## src/rtl/core/knnwpf_pkg.sv

```systemverilog
`timescale 1ns / 1ps
package knnwpf_pkg;

	// default sizes
	localparam int SAMPLE_CAP_DEF = 4096;
	localparam int MAX_K_DEF      = 16;
	localparam int COORD_BITS_DEF = 10;

	// fixed field widths
	localparam int COL_W      = 8;
	localparam int ACT_W      = 2;
	localparam int NF_W       = 5;
	localparam int K_W        = 5;
	localparam int P_W        = 2;
	localparam int CFG_IDX_W  = 1;
	localparam int CFG_DATA_W = 5;

	localparam logic [K_W-1:0] K_RESET = 5'd4;
	localparam logic [P_W-1:0] P_RESET = 2'd1;

	// configuration register indexes
	localparam logic [CFG_IDX_W-1:0] CFG_K_NEIGHBORS  = 1'd0;
	localparam logic [CFG_IDX_W-1:0] CFG_WEIGHT_POWER = 1'd1;

	// action codes
	localparam logic [ACT_W-1:0] ACT_LOAD  = 2'd0;
	localparam logic [ACT_W-1:0] ACT_QUERY = 2'd1;
	localparam logic [ACT_W-1:0] ACT_CLEAR = 2'd2;

	// controller to datapath commands
	typedef struct packed {
		logic load;
		logic clear;
		logic query;
		logic scan;
		logic root;
		logic weigh;
		logic divide;
		logic finish;
	} cmd_t;

	// datapath to controller status
	typedef struct packed {
		logic scan_done;
		logic root_done;
		logic weigh_done;
		logic div_done;
		logic interp;
		logic out_busy;
	} stat_t;

endpackage

```

## src/rtl/core/knnwpf_ctrl.sv

```systemverilog
`timescale 1ns / 1ps
module knnwpf_ctrl (
	input  logic                         clk,
	input  logic                         arst_n,
	input  logic                         req_valid,
	input  logic [knnwpf_pkg::ACT_W-1:0] action,
	output logic                         req_ready,
	output knnwpf_pkg::cmd_t             cmd,
	input  knnwpf_pkg::stat_t            stat
);

	typedef enum logic [5:0] {
		ST_IDLE   = 6'b000001,
		ST_SCAN   = 6'b000010,
		ST_ROOT   = 6'b000100,
		ST_WEIGH  = 6'b001000,
		ST_DIVIDE = 6'b010000,
		ST_DONE   = 6'b100000
	} state_t;

	state_t state_q, state_nxt;
	logic   take;

	assign req_ready = (state_q == ST_IDLE);
	assign take      = req_ready && req_valid;

	// next state and commands
	always_comb begin
		state_nxt = state_q;
		cmd       = '0;
		case (state_q)
			ST_IDLE: begin
				cmd.load  = take && (action == knnwpf_pkg::ACT_LOAD);
				cmd.clear = take && (action == knnwpf_pkg::ACT_CLEAR);
				cmd.query = take && (action == knnwpf_pkg::ACT_QUERY);
				if (cmd.query) begin
					state_nxt = ST_SCAN;
				end
			end
			ST_SCAN: begin
				cmd.scan = 1'b1;
				if (stat.scan_done) begin
					state_nxt = stat.interp ? ST_ROOT : ST_DONE;
				end
			end
			ST_ROOT: begin
				cmd.root = 1'b1;
				if (stat.root_done) begin
					state_nxt = ST_WEIGH;
				end
			end
			ST_WEIGH: begin
				cmd.weigh = 1'b1;
				if (stat.weigh_done) begin
					state_nxt = ST_DIVIDE;
				end
			end
			ST_DIVIDE: begin
				cmd.divide = 1'b1;
				if (stat.div_done) begin
					state_nxt = ST_DONE;
				end
			end
			ST_DONE: begin
				// hold until the output register is free
				if (!stat.out_busy) begin
					cmd.finish = 1'b1;
					state_nxt  = ST_IDLE;
				end
			end
			default: begin
				state_nxt = ST_IDLE;
			end
		endcase
	end

	always_ff @(posedge clk or negedge arst_n) begin
		if (!arst_n) begin
			state_q <= ST_IDLE;
		end else begin
			state_q <= state_nxt;
		end
	end

endmodule

```

## config.mk

```make
export PLATFORM = sky130hd
export DESIGN_NAME = knnwpf_ctrl
export DESIGN_NICKNAME = d
export VERILOG_FILES = /design/src/rtl/core/knnwpf_pkg.sv /design/src/rtl/core/knnwpf_ctrl.sv
export SDC_FILE = /design/constraint.sdc
export NUM_CORES = 1
export LEC_CHECK = 0
export BUFFER_PORTS_ARGS = -buffer_cell sky130_fd_sc_hd__clkbuf_2
export CORE_MARGIN = 2
export CORE_UTILIZATION = 25
export CTS_CLUSTER_SIZE = 20
export DETAILED_ROUTE_END_ITERATION = 10
export PLACE_DENSITY_LB_ADDON = 0.08
export SLEW_MARGIN = 20
export SYNTH_ARGS = -nofsm -noshare
export SYNTH_HDL_FRONTEND = slang
export SYNTH_SLANG_ARGS = --single-unit
```

## constraint.sdc

```tcl
create_clock -name clk -period 1.26 [get_ports clk]
set_clock_uncertainty 0.05 [all_clocks]
set_input_delay 0.126 -clock clk [delete_from_list [all_inputs] [get_ports clk]]
set_output_delay 0.126 -clock clk [all_outputs]
set_load 0.03 [all_outputs]
```

==> results of run 1 <==
layout by cell type (no fill, tap or decap), drive strengths merged, types with 2 or more instances in the layout:
cell type	instances
dfrtp	5
and3b	2
nor4	4
nand3	2
inv	3
nand2	3
o21ai	6
nand3b	3
nand4b	3
buf	30
clkbuf	16
worst max-delay path, delay by kind of cell (launching register included):
family	cells	cell delay, ns
flops	1	0.42
simple gates	3	0.70
buf+inv	1	0.20
cell type report:
| class | count | area (um^2) | area share [%] |
|---|---|---|---|
| timing repair buffer | 43 | 369.1 | 38.26 |
| clock buffer | 4 | 26.28 | 2.724 |
| sequential | 6 | 156.4 | 16.21 |
| inverter | 4 | 22.52 | 2.335 |
| tap | 25 | 31.28 | 3.243 |
| multi-input combinational | 33 | 359.1 | 37.22 |
per-layer routing:
metal  vias to the layer above  GRT usage, %
li1                        262             -
met4                         0         5.143
met5                         -             0
met3                         2         5.882
met1                       260         21.51
met2                        13         27.22
power breakdown:
group          leakage, nW  switching, mW  internal, mW
registers           0.0734         0.0357         0.225
logic                0.369          0.289         0.351
clock network       0.0150         0.0852         0.121
total                0.458          0.410         0.697
cells by family after synthesis:
kind of cell           share of synthesized area (%)
AO/OA/AOI/OAI                                  15.13
XOR/XNOR                                       1.961
buffers and inverters                          4.480
flip-flops                                     33.89
AND/OR/NAND/NOR                                44.54
through the flow:
step           utilization (%)  setup TNS, ns  area, um^2
5_1_grt                  56.48         -6.535       964.7
4_1_cts                  54.29         -5.119       927.1
3_5_place_dp             40.73         -2.902       695.7
6_report                 56.48         -5.404       964.7
2_1_floorplan                -         -1.522       499.2
3_3_place_gp             40.73         -2.792       695.7
final timing paths:
path / end / depth (start not counted) / slack, ns / from
worst max-delay path: cmd[7] / 4 / -0.50 / state_q[5]
worst min-delay path: state_q[3] / 2 / 0.02 / stat[3]
worst max register to register: state_q[2] / 8 / -0.42 / state_q[5]
worst min register to register: state_q[5] / 3 / 0.70 / state_q[2]
max in group asynchronous: state_q[0] / 2 / 0.74 / arst_n
min in group asynchronous: state_q[3] / 2 / 0.19 / arst_n
what timing repair did:
item / 4_1_cts / 5_1_grt
setup buffers: 10 / 3
gates resized for setup: 26 / 9
setup endpoints to repair: 15 / 15
pin swaps: 14 / 12
hold endpoints to repair: 6 / 0
hold buffers: 1 / 0
==> summary.md, run 1 <==
| Metric | Value |
|---|---|
| Final Cycle Share | `139.4%` |
| GRT Total Usage | `17.07%` |
| Pwr Density | `1147 nW/um^2` |
| Htree depth | `1` |
| Remaining global-route overflow | `0` |
| Met2 routed WL | `795 um` |
| Chip Width | `46.27 um` |
| Clock-pin slew on the worst setup and hold paths | `0.05 ns` |
| Starting Density | `26.15%` |
| Die H | `46.27 um` |
| Max Fclk | `569.4 MHz` |
| Number of core rows | `15` |
| Synthesis-to-layout area growth | `116.0%` |
| Synth top cells by count | `dfrtp_1 (5), nand4b_1 (3)` |
| DRT Wirelength | `1512 um` |
| M1 wire length | `638 um` |
| Syn avg cell area | `10.15 um^2` |
| Measured slew at the worst slew-check pin | `0.2571 ns` |
| Final-layout fill cell count | `153` |
| CP required | `1.08 ns` |
| Max incr delay on CP | `0.42 ns` |
| Largest regs | `state_q: 6 flops` |
| Ys async rst share | `100.0%` |
| WL/cell | `13.15 um` |
| Clk sinks | `6` |
| Crit end category | `primary output` |
| Critical path peak fanout | `4` |
| Rel. slew slack | `82.73%` |
| Post-Place Cells | `97` |
| Synth area leaders | `dfrtp_1 (28%), dfstp_2 (5.9%), nand4b_1 (5.9%), nor4_2 (5.6%), nor4_4 (4.8%)` |
| Floorplan Core Area | `1708 um^2` |
| Initial antenna violation count | `0` |
| Worst slack, placed | `-0.3060 ns` |
| Vias in the first global route | `509` |
| VDD IR-drop max | `928.7 uV` |
| Most used DFF post-synth | `dfrtp_1` |
| Count leader, synth | `dfrtp_1` |
| CTS Buf Count | `3` |
| Non-Filler Instances | `115` |
| RSZ-0062 raised after global routing | `yes` |
| ANT cells | `0` |
| Net Count, Synth | `55` |
| Worst setup path category | `register to primary output` |
| Root buffer cell | `clkbuf_4` |
| Area share of the largest cell type after synthesis | `28.01%` |
| Slowest cell on the critical path | `dfrtp_2` |
| Hold_ws | `0.02033 ns` |
| Post-synthesis cell count | `44` |
| Seq cells post-synth | `6` |
| Max FFs per register | `6` |
| Proportion of layout cells with a drive suffix above 1 | `78.89%` |
| Power consumption | `1.107 mW` |
| Synthesized area | `446.7 um^2` |
| # IOs | `20` |
| Hold Crit Class | `primary input to register` |
| Met3 wire len | `60 um` |
| Synth Warn # | `0` |
| Final GP Congestion | `0.7539` |
| DR DRC count | `0` |
| Drt pass-1 iters | `6` |
| Largest net degree at the start of global routing | `7` |
| Data arrival, critical path | `1.58 ns` |
| DR vias | `537` |
| Sequential share of the synthesized area | `33.89%` |
| Max_cap viols | `0` |
| Die area | `2141 um^2` |
| Tmin final | `1.756 ns` |
| Fin. Hold Viols | `0` |
| Maximum buffer depth of the clock tree | `2` |
| Clk_lat worst skew | `0.25 ns` |
| Final setup fails | `15` |
| Post-DP HPWL | `966.8 um` |
| Number of synthesized flops with an enable pin | `0` |
| Setup WS post-layout | `-0.4962 ns` |
| Post-synth top area cell | `dfrtp_1` |
| Final Max Slew Viols | `0` |
| Leak | `0.4577 nW` |
| Uppermost routed layer | `met4` |
| First-pass GRT wire length | `2490 um` |
| Vias per inst | `4.670` |
| Outcome | `finished, violations left` |
| Violated checks | `setup timing` |
| Synth unique cells | `30` |
| Cell chain of the critical path | `nor4_4, nand2_2, nor4b_4, clkbuf_8` |
| Layout Nets | `102` |
| I/O Buffers | `19` |
| Largest reg by FF count | `state_q` |
| Starting DRT DRC Count | `5` |
| TritonCTS clock tree | `yes` |
| Startpoint types | `register` |
| Post-route ant nets | `0` |
(Power assumes the default switching activity.)
==> run 2, diff against run 1 <==
--- a/config.mk
+++ b/config.mk
@@ -10,7 +10,7 @@
 export CORE_UTILIZATION = 25
 export CTS_CLUSTER_SIZE = 20
 export DETAILED_ROUTE_END_ITERATION = 10
-export PLACE_DENSITY_LB_ADDON = 0.08
+export PLACE_DENSITY = 0.56
 export SLEW_MARGIN = 20
 export SYNTH_ARGS = -nofsm -noshare
 export SYNTH_HDL_FRONTEND = slang
==> summary.md, run 2 (same netlist as run 1, synthesis figures left out) <==
| Metric | Value |
|---|---|
| Final Cycle Share | `138.9%` |
| Slowest cell on the critical path | `dfrtp_2` |
| Maximum buffer depth of the clock tree | `2` |
| RSZ-0062 raised after global routing | `yes` |
| Rel. slew slack | `80.55%` |
| Max_cap viols | `0` |
| Initial antenna violation count | `0` |
| Synthesis-to-layout area growth | `114.3%` |
| Setup slack, reg-to-reg | `-0.30 ns` |
| Crit path max-delay family | `simple AND/OR/NAND/NOR gates` |
| Most frequent cells in the layout | `buf_4 (15), clkbuf_2 (10), buf_6 (7)` |
| Die area | `2141 um^2` |
| Vias in the first global route | `506` |
| Worst slack, placed | `-0.2705 ns` |
| Chip Width | `46.27 um` |
| Crit end category | `primary output` |
| VDD IR-drop max | `669.4 uV` |
| Clk sinks | `6` |
| Clock-pin slew on the worst setup and hold paths | `0.05 ns` |
| Setup WS post-layout | `-0.4903 ns` |
| Starting DRT DRC Count | `1` |
| Number of core rows | `15` |
| Clk_lat worst skew | `0.24 ns` |
| Pwr Density | `1162 nW/um^2` |
| Largest reg by FF count | `state_q` |
| Vias per inst | `4.518` |
| Violated checks | `setup timing` |
| Worst setup path category | `register to primary output` |
| FF-to-FF Start | `state_q[5]` |
| Largest regs | `state_q: 6 flops` |
| Starting Density | `26.15%` |
| Startpoint types | `register` |
| Critical path buffers and inverters | `1` |
| Critical Path End | `cmd[7]` |
| Outcome | `finished, violations left` |
| Remaining global-route overflow | `0` |
| Die H | `46.27 um` |
| Floorplan Core Area | `1708 um^2` |
| Largest net degree at the start of global routing | `7` |
| Final setup fails | `15` |
| Data arrival, critical path | `1.57 ns` |
| Critical path peak fanout | `3` |
| Hold Crit Class | `primary input to register` |
| # IOs | `20` |
| Root buffer cell | `clkbuf_4` |
| GRT Total Usage | `13.72%` |
| RR Endpoint | `state_q[5]` |
| First-pass GRT wire length | `2070 um` |
| Tmin final | `1.750 ns` |
| Max FFs per register | `6` |
| ANT cells | `0` |
| Leak | `0.4481 nW` |
| Worst hold stages | `2` |
| DRT Wirelength | `1334 um` |
| Proportion of layout cells with a drive suffix above 1 | `79.31%` |
| Critical path depth in cells | `4` |
| Worst setup startpoint | `state_q[5]` |
| Layout Nets | `99` |
| CP required | `1.08 ns` |
| Max incr delay on CP | `0.42 ns` |
| Hold_ws | `0.01882 ns` |
| Htree depth | `1` |
| Post-DP HPWL | `933.7 um` |
| TritonCTS clock tree | `yes` |
| I/O Buffers | `19` |
| CTS Buf Count | `3` |
| Post-route ant nets | `0` |
| WL/cell | `11.91 um` |
| Final GP Congestion | `0.7144` |
| Fin. Hold Viols | `0` |
| Measured slew at the worst slew-check pin | `0.2891 ns` |
| Max Fclk | `571.3 MHz` |
| Drt pass-1 iters | `4` |
| DR vias | `506` |
| Commonest non-fill, non-tap cell in the layout | `buf_4` |
| Power consumption | `1.112 mW` |
| R2R depth | `6` |
| Final Max Slew Viols | `0` |
| Cell chain of the critical path | `nor4_4, nand2_2, nor4b_4, clkbuf_8` |
| DR DRC count | `0` |
[run 2: worst min path at each step]
stage	startpoint	end	slack [ns]
3_5_place_dp	arst_n	state_q[3]	-0.09
6_report	stat[3]	state_q[3]	0.02
2_1_floorplan	arst_n	state_q[1]	-0.22
5_1_grt	stat[3]	state_q[3]	0.03
3_3_place_gp	arst_n	state_q[3]	-0.09
4_1_cts	stat[3]	state_q[3]	0.02
[run 2: worst register-to-register path: stages, from the launching register on]
cell and delay, ns:
dfrtp_2 0.42, nor4_4 0.34, buf_4 0.19, nand3b_4 0.10, buf_6 0.15, o21ai_4 0.14
o21ai_2 0.07
[run 2: stage by stage]
| stage | setup TNS, ns | instance area, um^2 | std cells | util (%) |
|---|---|---|---|---|
| finish | -4.694 | 957.2 | 112 | 56.04 |
| global route | -5.953 | 957.2 | 112 | 56.04 |
| CTS | -4.775 | 902.1 | 108 | 52.82 |
| detailed placement | -2.659 | 703.2 | 98 | 41.17 |
| floorplan | -1.522 | 499.2 | 44 | - |
| global placement | -2.354 | 703.2 | 98 | 41.17 |
[run 2: cell type report]
cell class	count	area [um^2]
clock buffers	4	26.28
inverters	4	22.52
multi-input cells	33	366.6
repair buffers	40	354.1
flip-flops and latches	6	156.4
fillers	147	750.7
well taps	25	31.28
[run 2: metal layers]
metal	track usage (%)	wire length, um	vias to the layer above
li1	-	-	259
met1	17.58	565	231
met2	22.78	723	14
met3	1.176	38	2
met4	6.857	8	0
met5	0	0	-
[run 2: power breakdown]
group / internal, mW / switching [mW] / leakage, nW
clock network: 0.120 / 0.0659 / 0.0150
logic: 0.375 / 0.301 / 0.360
registers: 0.225 / 0.0260 / 0.0734
total: 0.719 / 0.393 / 0.448
[run 2: what timing repair did]
item                       in CTS  in global routing
hold endpoints to repair        6                  0
cloned                          0                  0
pin swaps                       9                  8
buffers inserted                6                  5
setup endpoints to repair      15                 15
gates resized for setup        27                 13
hold buffers                    1                  0
